==> config.mk <==
export PLATFORM = sky130hd
export DESIGN_NAME = fifo_page_replacement_core
export DESIGN_NICKNAME = d
export VERILOG_FILES = /design/src/rtl/fpr_pkg.sv /design/src/rtl/fifo_page_replacement_core.sv /design/src/rtl/fpr_divider.sv
export VERILOG_INCLUDE_DIRS = /design/src /design/src/rtl
export SDC_FILE = /design/constraint.sdc
export NUM_CORES = 1
export LEC_CHECK = 0
export BUFFER_PORTS_ARGS = -buffer_cell sky130_fd_sc_hd__buf_4
export CORE_MARGIN = 3
export CORE_UTILIZATION = 30
export CTS_CLUSTER_SIZE = 40
export DETAILED_ROUTE_END_ITERATION = 10
export GPL_TIMING_DRIVEN = 1
export HOLD_SLACK_MARGIN = 0.12
export PLACE_DENSITY_LB_ADDON = 0.25
export SLEW_MARGIN = 30
export SYNTH_ARGS = -nofsm -noshare
export SYNTH_HDL_FRONTEND = slang
export SYNTH_HIERARCHICAL = 1
export SYNTH_SLANG_ARGS = --single-unit
==> constraint.sdc <==
create_clock -name clk_i -period 8.95 [get_ports clk_i]
set_input_delay 0.4475 -clock clk_i [delete_from_list [all_inputs] [get_ports clk_i]]
set_output_delay 0.4475 -clock clk_i [all_outputs]
set_load 0.1 [all_outputs]
==> src/rtl/fifo_page_replacement_core_assert.svh <==
// ----------------------------------------------------------------------------
// fifo page replacement assertion macros
// concurrent checks on clk_i, with and without the reset disable
// ----------------------------------------------------------------------------
`ifndef FIFO_PAGE_REPLACEMENT_CORE_ASSERT_SVH
`define FIFO_PAGE_REPLACEMENT_CORE_ASSERT_SVH

`ifndef SYNTHESIS
`define FPR_ASSERT(lbl, prop, msg) \
  lbl: assert property (@(posedge clk_i) disable iff (!rst_ni) (prop)) else $error(msg);
`define FPR_ASSERT_NR(lbl, prop, msg) \
  lbl: assert property (@(posedge clk_i) (prop)) else $error(msg);
`else
`define FPR_ASSERT(lbl, prop, msg)
`define FPR_ASSERT_NR(lbl, prop, msg)
`endif

`endif

==> src/rtl/fpr_pkg.sv <==
// ----------------------------------------------------------------------------
// fpr_pkg
// shared types and constants of the fifo page replacement core
// ----------------------------------------------------------------------------
`timescale 1ns / 1ps

package fpr_pkg;

  localparam int unsigned ADDR_W          = 31;
  localparam int unsigned PSIZE_W         = 21;
  localparam int unsigned FCNT_W          = 5;
  localparam int unsigned FAULT_W         = 32;
  localparam int unsigned SLOT_OUT_W      = 4;
  localparam int unsigned PADDR_W         = 3;
  localparam int unsigned PDATA_W         = 32;
  localparam int unsigned DIV_CNT_W       = $clog2(ADDR_W + 1);
  localparam int unsigned MAX_FRAMES_DEF  = 16;

  localparam logic [PSIZE_W-1:0] PAGE_SIZE_RST   = PSIZE_W'(4096);
  localparam logic [FCNT_W-1:0]  FRAME_COUNT_RST = FCNT_W'(16);

  typedef enum logic [0:0] {
    REG_PAGE_SIZE   = 1'b0,
    REG_FRAME_COUNT = 1'b1
  } reg_idx_e;

  typedef enum logic [1:0] {
    ST_IDLE,
    ST_DIV,
    ST_MATCH,
    ST_RESOLVE
  } state_e;

  typedef struct packed {
    logic               start;
    logic [ADDR_W-1:0]  dividend;
    logic [PSIZE_W-1:0] divisor;
  } div_req_t;

  typedef struct packed {
    logic              busy;
    logic [ADDR_W-1:0] quotient;
  } div_rsp_t;

endpackage

==> src/rtl/fifo_page_replacement_core.sv <==
// ----------------------------------------------------------------------------
// fifo_page_replacement_core
// page lookup with fifo replacement over a fully associative frame table
// ----------------------------------------------------------------------------
// usage
//   input channel: address_i with in_valid_i / in_ready_o; a transaction
//   happens when both are high. in_ready_o is high only while the core is
//   idle, so one address is worked on at a time.
//   output channel: page_number_o, hit_o, slot_o, fault_count_o with
//   out_valid_o / out_ready_i. results sit in an output register, so the next
//   address is taken while a finished result still waits.
//   config: apb-style port, page_size at 0x0, frame_count at 0x4, pready is
//   always high; write only while no address is in flight.
// sequence
//   per address: the accept, 31 divider steps (one quotient bit each), the
//   check that the divider is done, the parallel frame compare and the
//   resolve that updates the table. the resolve sets out_valid_o when it
//   loads the output register; no new address is taken before the resolve.
// reset
//   valid bits, replacement pointer and fault total clear, registers return
//   to page_size 4096 and frame_count 16. frame contents are not cleared.
// stall
//   if the receiver holds out_ready_i low, the next result waits in the
//   resolve step and the table is not updated until the register frees.
// ----------------------------------------------------------------------------
`timescale 1ns / 1ps
`include "fifo_page_replacement_core_assert.svh"

module fifo_page_replacement_core #(
  parameter int unsigned MAX_FRAMES = fpr_pkg::MAX_FRAMES_DEF
) (
  input  logic                           clk_i,
  input  logic                           rst_ni,
  // address channel
  input  logic                           in_valid_i,
  output logic                           in_ready_o,
  input  logic [fpr_pkg::ADDR_W-1:0]     address_i,
  // result channel
  output logic                           out_valid_o,
  input  logic                           out_ready_i,
  output logic [fpr_pkg::ADDR_W-1:0]     page_number_o,
  output logic                           hit_o,
  output logic [fpr_pkg::SLOT_OUT_W-1:0] slot_o,
  output logic [fpr_pkg::FAULT_W-1:0]    fault_count_o,
  // config port
  input  logic                           psel,
  input  logic                           penable,
  input  logic                           pwrite,
  input  logic [fpr_pkg::PADDR_W-1:0]    paddr,
  input  logic [fpr_pkg::PDATA_W-1:0]    pwdata,
  output logic [fpr_pkg::PDATA_W-1:0]    prdata,
  output logic                           pready
);
  import fpr_pkg::*;

  localparam int unsigned SLOT_W = (MAX_FRAMES > 1) ? $clog2(MAX_FRAMES) : 1;
  localparam int unsigned CNT_W  = $clog2(MAX_FRAMES + 1);
  // compare width covers both the frame count register and the table depth
  localparam int unsigned CMP_W  = ((CNT_W > FCNT_W) ? CNT_W : FCNT_W) + 1;
  localparam int unsigned SX_W   = SLOT_W + SLOT_OUT_W;

  // config registers
  logic [PSIZE_W-1:0] psize_q, psize_d;
  logic [FCNT_W-1:0]  fcnt_q, fcnt_d;
  reg_idx_e           reg_idx;
  logic               cfg_wr;

  // frame table and replacement state
  logic [ADDR_W-1:0]     pages_q [MAX_FRAMES];
  logic [MAX_FRAMES-1:0] valid_q, valid_d;
  logic [SLOT_W-1:0]     next_slot_q, next_slot_d;
  logic [FAULT_W-1:0]    faults_q, faults_d;
  logic [MAX_FRAMES-1:0] match_q, match_d;

  // sequencer
  state_e state_q, state_d;
  logic   div_start, match_en, res_go;

  // output register
  logic                  out_valid_q, out_valid_d;
  logic [ADDR_W-1:0]     page_out_q;
  logic                  hit_out_q;
  logic [SLOT_OUT_W-1:0] slot_out_q;
  logic [FAULT_W-1:0]    fault_out_q;

  // divider
  div_req_t div_req;
  div_rsp_t div_rsp;

  // resolve logic
  logic [CMP_W-1:0]  fcnt_ext, n_ext, fill_p1;
  logic              res_hit;
  logic [SLOT_W-1:0] hit_slot, fill_slot, res_slot;
  logic [SX_W-1:0]   slot_wide;

  // ---------------------------------------------------------------- config
  assign pready  = 1'b1;
  assign reg_idx = reg_idx_e'(paddr[2]);
  assign cfg_wr  = psel && penable && pwrite;

  always_comb begin
    psize_d = psize_q;
    fcnt_d  = fcnt_q;
    prdata  = '0;
    unique case (reg_idx)
      REG_PAGE_SIZE: begin
        prdata = PDATA_W'(psize_q);
        if (cfg_wr) begin
          psize_d = pwdata[PSIZE_W-1:0];
        end
      end
      REG_FRAME_COUNT: begin
        prdata = PDATA_W'(fcnt_q);
        if (cfg_wr) begin
          fcnt_d = pwdata[FCNT_W-1:0];
        end
      end
      default: prdata = '0;
    endcase
  end

  always_ff @(posedge clk_i or negedge rst_ni) begin
    if (!rst_ni) begin
      psize_q <= PAGE_SIZE_RST;
      fcnt_q  <= FRAME_COUNT_RST;
    end else begin
      psize_q <= psize_d;
      fcnt_q  <= fcnt_d;
    end
  end

  // frames in use: zero counts as one, clamp at the table depth
  always_comb begin
    fcnt_ext = CMP_W'(fcnt_q);
    if (fcnt_ext == '0) begin
      n_ext = CMP_W'(1);
    end else if (fcnt_ext > CMP_W'(MAX_FRAMES)) begin
      n_ext = CMP_W'(MAX_FRAMES);
    end else begin
      n_ext = fcnt_ext;
    end
  end

  // ---------------------------------------------------------------- divider
  // page size zero divides by one
  assign div_req.start    = div_start;
  assign div_req.dividend = address_i;
  assign div_req.divisor  = (psize_q == '0) ? PSIZE_W'(1) : psize_q;

  fpr_divider u_divider (
    .clk_i  (clk_i),
    .rst_ni (rst_ni),
    .req_i  (div_req),
    .rsp_o  (div_rsp)
  );

  // ---------------------------------------------------------------- sequencer
  always_comb begin
    state_d = state_q;
    unique case (state_q)
      ST_IDLE: begin
        if (in_valid_i) begin
          state_d = ST_DIV;
        end
      end
      ST_DIV: begin
        if (!div_rsp.busy) begin
          state_d = ST_MATCH;
        end
      end
      ST_MATCH: state_d = ST_RESOLVE;
      ST_RESOLVE: begin
        if (!out_valid_q || out_ready_i) begin
          state_d = ST_IDLE;
        end
      end
      default: state_d = ST_IDLE;
    endcase
  end

  always_comb begin
    in_ready_o = 1'b0;
    div_start  = 1'b0;
    match_en   = 1'b0;
    res_go     = 1'b0;
    unique case (state_q)
      ST_IDLE: begin
        in_ready_o = 1'b1;
        div_start  = in_valid_i;
      end
      ST_DIV:     ;
      ST_MATCH:   match_en = 1'b1;
      ST_RESOLVE: res_go = !out_valid_q || out_ready_i;
      default:    ;
    endcase
  end

  always_ff @(posedge clk_i or negedge rst_ni) begin
    if (!rst_ni) begin
      state_q <= ST_IDLE;
    end else begin
      state_q <= state_d;
    end
  end

  // ---------------------------------------------------------------- match
  // every frame compares in its own lane, masked by valid and frames in use
  always_comb begin
    for (int i = 0; i < MAX_FRAMES; i++) begin
      match_d[i] = valid_q[i] && (pages_q[i] == div_rsp.quotient)
                   && (CMP_W'(i) < n_ext);
    end
  end

  always_ff @(posedge clk_i) begin
    if (match_en) begin
      match_q <= match_d;
    end
  end

  // ---------------------------------------------------------------- resolve
  // lowest matching frame wins
  always_comb begin
    res_hit  = 1'b0;
    hit_slot = '0;
    for (int i = MAX_FRAMES - 1; i >= 0; i--) begin
      if (match_q[i]) begin
        res_hit  = 1'b1;
        hit_slot = SLOT_W'(i);
      end
    end
  end

  // pointer outside the frames in use falls back to frame zero
  always_comb begin
    fill_slot = (CMP_W'(next_slot_q) < n_ext) ? next_slot_q : '0;
    fill_p1   = CMP_W'(fill_slot) + CMP_W'(1);
    res_slot  = res_hit ? hit_slot : fill_slot;
    slot_wide = SX_W'(res_slot);
  end

  always_comb begin
    valid_d     = valid_q;
    next_slot_d = next_slot_q;
    faults_d    = faults_q;
    if (res_go && !res_hit) begin
      valid_d[fill_slot] = 1'b1;
      next_slot_d        = (fill_p1 >= n_ext) ? '0 : fill_p1[SLOT_W-1:0];
      if (faults_q != '1) begin
        faults_d = faults_q + FAULT_W'(1);
      end
    end
  end

  always_ff @(posedge clk_i or negedge rst_ni) begin
    if (!rst_ni) begin
      valid_q     <= '0;
      next_slot_q <= '0;
      faults_q    <= '0;
    end else begin
      valid_q     <= valid_d;
      next_slot_q <= next_slot_d;
      faults_q    <= faults_d;
    end
  end

  always_ff @(posedge clk_i) begin
    if (res_go && !res_hit) begin
      pages_q[fill_slot] <= div_rsp.quotient;
    end
  end

  // ---------------------------------------------------------------- output
  always_comb begin
    out_valid_d = out_valid_q;
    if (res_go) begin
      out_valid_d = 1'b1;
    end else if (out_ready_i) begin
      out_valid_d = 1'b0;
    end
  end

  always_ff @(posedge clk_i or negedge rst_ni) begin
    if (!rst_ni) begin
      out_valid_q <= 1'b0;
    end else begin
      out_valid_q <= out_valid_d;
    end
  end

  always_ff @(posedge clk_i) begin
    if (res_go) begin
      page_out_q  <= div_rsp.quotient;
      hit_out_q   <= res_hit;
      slot_out_q  <= slot_wide[SLOT_OUT_W-1:0];
      fault_out_q <= faults_d;
    end
  end

  assign out_valid_o   = out_valid_q;
  assign page_number_o = page_out_q;
  assign hit_o         = hit_out_q;
  assign slot_o        = slot_out_q;
  assign fault_count_o = fault_out_q;

  // ---------------------------------------------------------------- checks
  `FPR_ASSERT(a_idle_div_free, (state_q == ST_IDLE) |-> !div_rsp.busy, "divider busy while idle")
  `FPR_ASSERT(a_hit_no_fault, (res_go && res_hit) |=> (faults_q == $past(faults_q)), "hit changed fault total")
  `FPR_ASSERT(a_miss_counts, (res_go && !res_hit) |=> ((faults_q == $past(faults_q) + 32'd1) || (&faults_q)), "fault not counted")
  `FPR_ASSERT(a_result_total, res_go |=> (out_valid_o && (fault_count_o == faults_q)), "result total mismatch")

endmodule

==> src/rtl/fpr_divider.sv <==
// ----------------------------------------------------------------------------
// fpr_divider
// restoring serial divider, one quotient bit per cycle
// ----------------------------------------------------------------------------
`timescale 1ns / 1ps

module fpr_divider (
  input  logic             clk_i,
  input  logic             rst_ni,
  input  fpr_pkg::div_req_t req_i,
  output fpr_pkg::div_rsp_t rsp_o
);
  import fpr_pkg::*;

  logic                 busy_q, busy_d;
  logic [DIV_CNT_W-1:0] cnt_q, cnt_d;
  logic [PSIZE_W-1:0]   rem_q, rem_d;
  logic [ADDR_W-1:0]    quo_q, quo_d;
  logic [PSIZE_W-1:0]   dvs_q, dvs_d;

  logic [PSIZE_W:0]   trial;
  logic [PSIZE_W+1:0] diff;
  logic               borrow;

  always_comb begin
    trial  = {rem_q, quo_q[ADDR_W-1]};
    diff   = {1'b0, trial} - {2'b00, dvs_q};
    borrow = diff[PSIZE_W+1];
  end

  always_comb begin
    busy_d = busy_q;
    cnt_d  = cnt_q;
    rem_d  = rem_q;
    quo_d  = quo_q;
    dvs_d  = dvs_q;
    if (req_i.start) begin
      busy_d = 1'b1;
      cnt_d  = DIV_CNT_W'(ADDR_W);
      rem_d  = '0;
      quo_d  = req_i.dividend;
      dvs_d  = req_i.divisor;
    end else if (busy_q) begin
      // shift in the next dividend bit, keep the difference when it fits
      rem_d = borrow ? trial[PSIZE_W-1:0] : diff[PSIZE_W-1:0];
      quo_d = {quo_q[ADDR_W-2:0], ~borrow};
      cnt_d = cnt_q - DIV_CNT_W'(1);
      if (cnt_q == DIV_CNT_W'(1)) begin
        busy_d = 1'b0;
      end
    end
  end

  always_ff @(posedge clk_i or negedge rst_ni) begin
    if (!rst_ni) begin
      busy_q <= 1'b0;
      cnt_q  <= '0;
    end else begin
      busy_q <= busy_d;
      cnt_q  <= cnt_d;
    end
  end

  always_ff @(posedge clk_i) begin
    rem_q <= rem_d;
    quo_q <= quo_d;
    dvs_q <= dvs_d;
  end

  assign rsp_o.busy     = busy_q;
  assign rsp_o.quotient = quo_q;

endmodule

Yosys cells after proc, flatten, opt, wreduce, memory -nomap -nowiden

Memory sizes are Yosys's and may differ from the RTL's.
Cells that the tools add are included.

Muxes and demuxes: 62
Bitwise operators: 3
Reductions and logical operators: 47
Equal/unequal tests: 24
Magnitude comparators: 21
$add $sub $neg: 4

Operator list:

| kind                    | count |
|---|---|
| $eq A31 B31 Y1          | 16 |
| $mux W4                 | 19 |
| $mux W32                | 2 |
| $pmux W32 S2            | 1 |
| $mux W31                | 2 |
| $lt A4 B6 Y1 const A    | 8 |
| $logic_and A1 B1 Y1     | 36 |
| $add A32 B1 Y32 const B | 1 |
| $ne A32 B32 Y1 const B  | 1 |
| $mux W1                 | 28 |
| $lt A3 B6 Y1 const A    | 4 |
| $sub A22 B21 Y23        | 1 |
| $logic_not A21 Y1       | 1 |
| $mux W21                | 1 |
| $mux W5                 | 4 |
| $or A16 B16 Y16         | 1 |
| $lt A1 B6 Y1 const A    | 2 |
| $lt A2 B6 Y1 const A    | 2 |
| $pmux W2 S4             | 1 |
| $ge A5 B6 Y1            | 1 |
| $lt A4 B6 Y1            | 1 |
| $mux W2                 | 3 |
| $ne A2 B2 Y1 const B    | 3 |
| $add A4 B1 Y5 const B   | 1 |
| other kinds (16)        | 21 |

Memories: 1
Register bits: 244
Bits in writable memories: 496
Logic and storage cells: 179

Memories:

| name    | depth | width | rd ports | clocked after memory_dff | write ports | RTL line                         | source |
|---|---|---|---|---|---|---|---|
| pages_q | 16    | 31    | 16       | 0                        | 1           | fifo_page_replacement_core.sv:69 | `logic [ADDR_W-1:0] pages_q [MAX_FRAMES];` |

Longest topological paths before layout

Gate-level depths: netlist of the first run.

Depth in word-level cells: 20
Depth in mapped cells: 17
Depth with buffers taken out: 16

Hierarchy

Netlist of the first run, hierarchy kept.

By module, submodules not included:

| module                     | times used | seq. area each (um^2) | area an instance (um^2) | cells each |
|---|---|---|---|---|
| fifo_page_replacement_core | 1          | 19,446.2              | 27,797.9                | 1,793 |
| fpr_divider                | 1          | 2,132.0               | 4,231.6                 | 371 |

Least setup slack after synthesis of the first run

No wires, ideal clock.

Path type: register to register
Start: register out_valid_q, in the netlist out_valid_o
End: memory pages_q[8][0], enable pin
Clock period less this slack: 6.775 ns
Library setup time: 0.497 ns
Stages on the path, launching flop included: 7
Slack: 2.175 ns
Required time: 8.453 ns
Arrival: 6.278 ns
Cells stage by stage: dfrtp_1 > nand2b_1 > nand2_1 > inv_1 > nand2_1 > clkbuf_1 > nor4_1

Longest elaborated chain between the ends: 6

RTL lines:

| item                          | RTL line                          | source |
|---|---|---|
| start, declared               | fifo_page_replacement_core.sv:80  | `logic out_valid_q, out_valid_d;` |
| start signal, assigned        | fifo_page_replacement_core.sv:287 | `out_valid_q <= out_valid_d;` |
| $logic_not A1 Y1              | fifo_page_replacement_core.sv:193 | `ST_RESOLVE: res_go = !out_valid_q \|\| out_ready_i;` |
| $logic_or A1 B1 Y1            | fifo_page_replacement_core.sv:193 |  |
| $mux W1                       | fifo_page_replacement_core.sv:186 | `unique case (state_q)` |
| $logic_and A1 B1 Y1           | fifo_page_replacement_core.sv:268 | `if (res_go && !res_hit) begin` |
| $mux W1                       | fifo_page_replacement_core.sv:268 |  |
| $mux W1 (not written as such) | fifo_page_replacement_core.sv:269 | `pages_q[fill_slot] <= div_rsp.quotient;` |
| end, declared                 | fifo_page_replacement_core.sv:69  |  |

No other way between the ends.

Worst setup path in the final report of the first run

Start: register fcnt_q[4]
End: register next_slot_q[3]

Longest elaborated chain between the ends: 8
Elaborated cells on any way between the ends: 9

RTL lines:

| item                   | RTL line                          | source |
|---|---|---|
| start, declared        | fifo_page_replacement_core.sv:64  | `logic [FCNT_W-1:0] fcnt_q, fcnt_d;` |
| start signal, assigned | fifo_page_replacement_core.sv:128 | `fcnt_q <= fcnt_d;` |
| $gt A5 B5 Y1           | fifo_page_replacement_core.sv:137 | `end else if (fcnt_ext > CMP_W'(MAX_FRAMES)) begin` |
| $mux W5                | fifo_page_replacement_core.sv:137 |  |
| $mux W5 (*)            | fifo_page_replacement_core.sv:135 | `if (fcnt_ext == '0) begin` |
| $lt A4 B6 Y1           | fifo_page_replacement_core.sv:236 | `fill_slot = (CMP_W'(next_slot_q) < n_ext) ? next_slot_q : '0;` |
| $mux W4                | fifo_page_replacement_core.sv:236 |  |
| $add A4 B1 Y5          | fifo_page_replacement_core.sv:237 | `fill_p1 = CMP_W'(fill_slot) + CMP_W'(1);` |
| $ge A5 B6 Y1           | fifo_page_replacement_core.sv:248 | `next_slot_d = (fill_p1 >= n_ext) ? '0 : fill_p1[SLOT_W-1:0];` |
| $mux W4 (*)            | fifo_page_replacement_core.sv:248 |  |
| end signal, assigned   | fifo_page_replacement_core.sv:262 | `next_slot_q <= next_slot_d;` |
| end, declared          | fifo_page_replacement_core.sv:71  | `logic [SLOT_W-1:0] next_slot_q, next_slot_d;` |

Every way passes the cells marked *; elsewhere a longest branch is shown, timed or not.
A chain may end at the register's enable or synchronous reset.

==> metrics.yaml, run 1 <==
cts:
  insertion_delay_ns: 0.63
  clk_pin_slew_ns: 0.06
  cts-resized-gates: 0
  cts_root_buf: "clkbuf_16"
  tritoncts: "built"
  clockBufferDepth: 3
  clock-sinks: 740
  postCtsSetupRepairBufs: 0
  cts.htree.levels: 3
  cts_made_buffers: 81
  hold_buffers: 51
cells_and_area:
  fin_cells: 3868
  n_antenna_cell: 0
  area_growth_pct: 19.24
  nets: 2525
  post-route-cell-area_um2: 38190
  fill_cells: 10010
  drive_gt1_frac: 0.1788
pwr:
  p_total_uw: 12690
  power_density_nw_per_um2: 332.3
  p_leak_uw: 0.01339
  vdd_drop_max_uv: 209.9
hold_path:
  min_path_type: "input port to flop"
sta:
  post-route-period-util: 0.5635
  timing.slew.headroom: 0.3959
  drv_slew: 0
  hold_viol: 0
  setup_tns_ns: 0
  grt_setup_unrepaired: "no"
  worstMarginPinSlew_ns: 0.9062
  fmax_mhz: 198.3
  finClkSkew_ns: 0.01156
  period_minus_slack_ns: 5.043
  final-setup-viol-count: 0
placed_design:
  place_area_um2: 35070
  place_inst: 3667
  io_buffer_count: 150
  dpl.hpwl_um: 51850
  globalplace.congestion: 0.8676
route:
  drt-vias-per-instance: 4.761
  first_pass_iters: 5
  antenna_left: 0
  vias: 18420
  drc_errors: 0
  wire_per_inst_um: 21.52
  wl_um: 83240
  drt_iter0_markers: 1243
die:
  die_y_um: 332.8
  die_area_um2: 110700
  rows: 119
  die_w_um: 332.8
  initial_utilization: 0.3034
  core-area_um2: 105600
  pin_count: 176
logic_synthesis:
  synth_top_cell_area_share: 0.5925
  syn_inst: 2164
  synth_commonest_cells: "edfxtp_1, xor2_1, xnor2_1"
  synth-edff-count: 632
  yosysWarnings: 6
  synth.area.top_cells: "edfxtp_1, xor2_1, dfrtp_1"
  synth_area_um2: 32030
  ys.flop_type: "edfxtp_1"
  synth_area_leader_cell: "edfxtp_1"
  yosys.cell_count.top_type: "edfxtp_1"
  synth_cell_types: 85
  syn_area_per_cell_um2: 14.80
  ys_seq_elements: 740
  synthArstFlopShare: 0.1176
  ys_seq_area_frac: 0.6737
status:
  status: "completed"
worst_setup_path:
  cp_max_fo: 18
  cp.arrival_ns: 5.57
  crit_path_start_kind: "flop"
  cp-end-kind: "flop"
  crit_type: "flop to flop"
  required_ns: 9.47
run:
  maxCapViolCount: 0
global_routing:
  grt_pass1_wl_um: 122300
  grt_max_degree: 49
  grt-ovfl-total: 0
  antenna_found_initial: 2
  gr-usage-all-layers: 0.1469
  grt_pass1_vias: 18760
worst max-delay path, stage by stage (launching register included):
cell and delay [ns]:
dfstp_2 0.81, clkinv_1 0.39, nand2_1 0.20, ha_1 0.25
a21oi_1 0.28, o21a_2 0.26, o21ai_1 0.17, inv_1 0.16
ha_1 0.36, inv_1 0.26, nand3_1 0.15, o221ai_1 0.11
or3b_1 0.44, ha_1 0.29, a211o_1 0.28, a211o_1 0.29
o32ai_1 0.23
registers in the layout, indices dropped and copies added (netlist names):
name	count
fault_count_o	32
faults_q	32
fcnt_q	5
hit_o	1
match_q	16
next_slot_q	4
out_valid_o	1
page_number_o	31
pages_q	496
psize_q	21
slot_o	4
state_q	2
u_divider/busy_q	1
u_divider/cnt_q	5
u_divider/dvs_q	21
u_divider/quo_q	31
u_divider/rem_q	21
valid_q	16
cell families after synthesis:
family | Yosys count | synth area share
buffers and inverters | 182 | 0.02352
other | 2 | 0.0002345
AO/OA/AOI/OAI | 173 | 0.04086
multiplexers | 74 | 0.02559
flip-flops | 740 | 0.6737
AND/OR/NAND/NOR | 414 | 0.07285
adder cells (fa/ha/maj) | 40 | 0.01586
XOR/XNOR | 539 | 0.1474
per-layer routing:
layer	vias to the layer above	part of all wire	global-route usage
li1	8439	-	-
met1	9451	0.46	0.2025
met2	421	0.48	0.2423
met3	106	0.038	0.02226
met4	0	0.023	0.03945
met5	-	0	0
where the power goes:
part	leakage (uW)	internal [uW]	switching [uW]	total [uW]
logic	0.00505	1380	3290	4670
registers	0.00710	4500	268	4770
clock network	0.00124	1880	1370	3250
cell type report:
| type | count | area [um2] | share of cell area |
|---|---|---|---|
| Sequential cell | 740 | 21580 | 0.5650 |
| Timing Repair Buffer | 278 | 2246 | 0.05880 |
| Clock buffer | 111 | 2242 | 0.05871 |
| Tap cell | 1391 | 1740 | 0.04557 |
| Inverter | 59 | 224.0 | 0.005864 |
| Clock inverter | 37 | 325.3 | 0.008518 |
| Multi-Input combinational cell | 1252 | 9837 | 0.2576 |
through the flow:
step,util,hold WS [ns],worst slack (ns)
after detailed placement,0.3322,0.4628,3.991
final,0.3618,0.1784,3.907
after floorplan,-,0.1519,2.175
after global routing,0.3618,0.1625,3.620
after CTS,0.3614,0.1396,3.965
after global placement,0.3321,0.4560,4.024
placed cells by master, fill, tap and decap left out, types with 8 or more instances in the layout:
cell           netlist  routed
nand2b_1            13      13
a31o_1               8       8
nand2_1             53      53
dfxtp_1             21      21
a32oi_1              9       9
nor3_2               1       8
nor2_1              38      38
ha_1                39      39
clkinv_1             1      16
conb_1               2      12
edfxtp_1           632     632
nand4_1             66      66
inv_1               57      56
mux2i_1             11      11
xor2_1             370     370
nor2b_1             20      20
dfrtp_1             85      85
dlygate4sd3_1        0      51
nor4_2               1       9
a211oi_1             9       9
nor4_1             113     105
and2_1               9       8
xnor2_1            169     169
o21ai_1             11      11
nor3_1              28      21
mux2_2              63      63
o21ai_0             20      20
a21oi_1             34      33
a21o_1               8       8
clkbuf_1            82      22
nand3_1             42      42
buf_4               13     224
clkbuf_16            0      83
final timing paths:
check | start | endpoint | slack, ns | cells after the start
worst min-delay path | address_i[0] | u_divider/quo_q[0]$_DFFE_PP_ | 0.18 | 3
worst max register to register | fcnt_q[4]$_DFFE_PN1P_ | next_slot_q[3]$_DFFE_PN0P_ | 3.91 | 16
worst min register to register | u_divider/rem_q[4]$_SDFFE_PP0P_ | u_divider/rem_q[4]$_SDFFE_PP0P_ | 0.47 | 2
max in group asynchronous | rst_ni | valid_q[10]$_DFFE_PN0P_ | 7.48 | 3
min in group asynchronous | rst_ni | faults_q[9]$_DFF_PN0_ | 0.37 | 2
worst max-delay path | fcnt_q[4]$_DFFE_PN1P_ | next_slot_q[3]$_DFFE_PN0P_ | 3.91 | 16
Power figures use the tool's default switching activity.
==> inputs of run 2 (changes only) <==
Settings changed: ABC_AREA from default to 1.
Clock period 8.95 ns to 4.1 ns, I/O delays scaled along.
==> run 2 against run 1 <==
  * Clock power is 120% higher
  * Register-to-register slack worse by 3.5 ns
  * Setup slack worse by 3.5 ns
  * Synthesized cell count is 40% higher
  * Worst hold slack worse by 0.0029 ns
  * Critical path type unchanged
  * Critical endpoint is now pages_q[13][24]$_DFFE_PP_
  * Largest cell class unchanged
==> metrics.yaml, run 2 <==
sta:
  worstMarginPinSlew_ns: 0.9726
  fmax_mhz: 272.4
  timing.slew.headroom: 0.3509
  setup_tns_ns: 0
  grt_setup_unrepaired: "no"
  post-route-period-util: 0.8954
  finClkSkew_ns: 0.02847
  final-setup-viol-count: 0
  hold_viol: 0
  period_minus_slack_ns: 3.671
  drv_slew: 0
  hold_slack_ns: 0.1755
cts:
  clk_pin_slew_ns: 0.06
  cts_made_buffers: 79
  insertion_delay_ns: 0.65
  cts.htree.levels: 3
  postCtsSetupRepairBufs: 0
  cts_root_buf: "clkbuf_16"
  clock-sinks: 740
  clockBufferDepth: 3
  tritoncts: "built"
worst_setup_path:
  crit_type: "flop to flop"
  crit_path_start_kind: "flop"
  path_cells: "nor2_4, nand2_2, nand2_1, nand2_1, ha_1, nand2_1, inv_1, o21ai_0, nand2_4, nor2_2, ha_1, nand2_1, nor2_2, buf_4"
  rr_endpoint: "pages_q[13][24]$_DFFE_PP_"
  cp.arrival_ns: 3.95
  crit_path_top_delay_cell: "nand2_1"
  cp-end-kind: "flop"
  rrSetupSlack_ns: 0.43
  crit_top_cell: "nand2_1"
  cp_slowest_stage_delay_ns: 0.48
  r2r_cells: 14
  r2r-start: "fcnt_q[1]$_DFFE_PN0P_"
  cp_max_fo: 31
  required_ns: 4.38
route:
  drt_iter0_markers: 2553
  wire_per_inst_um: 23.84
  drc_errors: 0
  vias: 24470
  wl_um: 115300
  first_pass_iters: 6
  antenna_left: 0
  drt-vias-per-instance: 5.057
cells_and_area:
  layout_common_cells: "nand2_1, edfxtp_1, inv_1, buf_4, o21ai_0"
  layout_commonest_cell: "nand2_1"
  post-route-cell-area_um2: 39900
  final-seq-area_um2: 21580
  multiInputGateArea_um2: 10050
  largest_reg_flops: 496
  drive_gt1_frac: 0.1449
  fill_cells: 10860
  largest_register: "pages_q"
  nets: 3407
  area_growth_pct: 19.50
  final_util: 0.3641
global_routing:
  grt_pass1_vias: 23440
  grt-ovfl-total: 0
  gr-usage-all-layers: 0.1956
  antenna_found_initial: 6
  grt_max_degree: 59
  grt_pass1_wl_um: 165200
die:
  die_area_um2: 115300
  core-area_um2: 109600
  initial_utilization: 0.3047
  rows: 121
  die_y_um: 339.6
  die_w_um: 339.6
  pin_count: 176
logic_synthesis:
  synth.area.top_cells: "edfxtp_1, nand2_1, dfrtp_1"
  ys_seq_area_frac: 0.6462
  ys_seq_elements: 740
  synthArstFlopShare: 0.1176
  syn_inst: 3024
  synth_area_leader_cell: "edfxtp_1"
  synth_area_um2: 33390
  yosys.cell_count.top_type: "nand2_1"
  syn_area_per_cell_um2: 11.04
  synth-edff-count: 632
  ys.flop_type: "edfxtp_1"
  synth_top_cell_area_share: 0.5683
  yosysWarnings: 6
  synth_commonest_cells: "nand2_1, edfxtp_1, inv_1"
  synth_cell_types: 61
pwr:
  power_density_nw_per_um2: 730.9
  switching_power_uw: 12370
  p_sw_frac: 0.4240
  p_comb_frac: 0.404
  vdd_drop_max_uv: 418.9
  power.internal_uw: 16800
  p_leak_uw: 0.01533
  clkPwrFrac: 0.247
  pwr-share-seq: 0.349
placed_design:
  io_buffer_count: 150
  place_area_um2: 36740
  globalplace.congestion: 0.8514
  dpl.hpwl_um: 73530
hold_path:
  hold-path-endpoint: "fcnt_q[4]$_DFFE_PN1P_"
  min_path_type: "input port to flop"
  min_path_cells: 3
  hold_start: "paddr[2]"
run:
  maxCapViolCount: 0
status:
  status: "completed"
## run 2: cell types whose count changed after synthesis, moves of 94 or more
cell / change
xor2_1: -298
o21ai_0: +175
xnor2_1: -113
o22ai_1: +94
nand2_1: +601
nor2_1: +144
inv_1: +215
## run 2: power by group through the flow
| stage | clock [uW] | sequential (uW) | combinational [uW] |
|---|---|---|---|
| 2_1_floorplan | 0 | 11700 | 5280 |
| 3_3_place_gp | 0 | 10300 | 11600 |
| 3_5_place_dp | 0 | 10400 | 11600 |
| 4_1_cts | 7340 | 10200 | 11700 |
| 5_1_grt | 7640 | 10300 | 12400 |
| 6_report | 7200 | 10200 | 11800 |
## run 2: final cells by class
class	count	area share
clock buffer	106	0.05412
multi-input combinational	1854	0.2518
timing repair buffer	325	0.06835
inverter	294	0.02787
tap	1476	0.04628
antenna	1	0.00006271
sequential	740	0.5407
clock inverter	42	0.01072
## run 2: critical path: cells and delay by family (launching register included)
kind	cells	cell delay, ns
and+or+nand+nor	9	1.62
adders and majority gates	2	0.51
DFF	1	0.46
buffers and inverters	2	0.42
AOI/OAI and AO/OA	1	0.27
## run 2: what timing repair did
action                                 4_1_cts  5_1_grt
hold buffers                                56        0
resized for setup                            0        0
endpoints found under the hold margin      145        0
## run 2: worst max-delay path by stage
stage	startpoint	end	slack [ns]
final	fcnt_q[1]$_DFFE_PN0P_	pages_q[13][24]$_DFFE_PP_	0.43
after floorplan	out_valid_o$_DFFE_PN0P_	pages_q[15][0]$_DFFE_PP_	0.09
after CTS	fcnt_q[1]$_DFFE_PN0P_	next_slot_q[2]$_DFFE_PN0P_	0.46
after detailed placement	fcnt_q[1]$_DFFE_PN0P_	next_slot_q[2]$_DFFE_PN0P_	0.46
after global routing	fcnt_q[0]$_DFFE_PN0P_	next_slot_q[2]$_DFFE_PN0P_	0.07
after global placement	fcnt_q[1]$_DFFE_PN0P_	next_slot_q[2]$_DFFE_PN0P_	0.46
## run 2: metal layers
| layer | vias to the layer above | routed length, um | global-route usage |
|---|---|---|---|
| li1 | 11200 | - | - |
| met3 | 211 | 7651 | 0.02927 |
| met1 | 12080 | 46560 | 0.2465 |
| met4 | 2 | 3823 | 0.06962 |
| met2 | 975 | 57300 | 0.3407 |
| met5 | - | 13 | 0 |
## run 2: through the flow
stage	std cells	power [uW]	worst slack, ns
after detailed placement	4633	21990	0.4595
after global routing	4837	30340	0.07145
final	4838	29160	0.4289
after CTS	4837	29260	0.4595
after global placement	4633	21950	0.4594
after floorplan	3034	16930	0.09005
## run 2: cells by family (layout without fill, tap and decap cells)
group | after synthesis | after routing | share of synthesized area
compound gates | 515 | 515 | 0.09652
xor+xnor | 128 | 128 | 0.03357
fa+ha+maj | 40 | 40 | 0.01521
buf+inv | 440 | 767 | 0.05497
flops | 740 | 740 | 0.6462
other cells | 2 | 13 | 0.0002249
simple gates | 1159 | 1159 | 0.1533
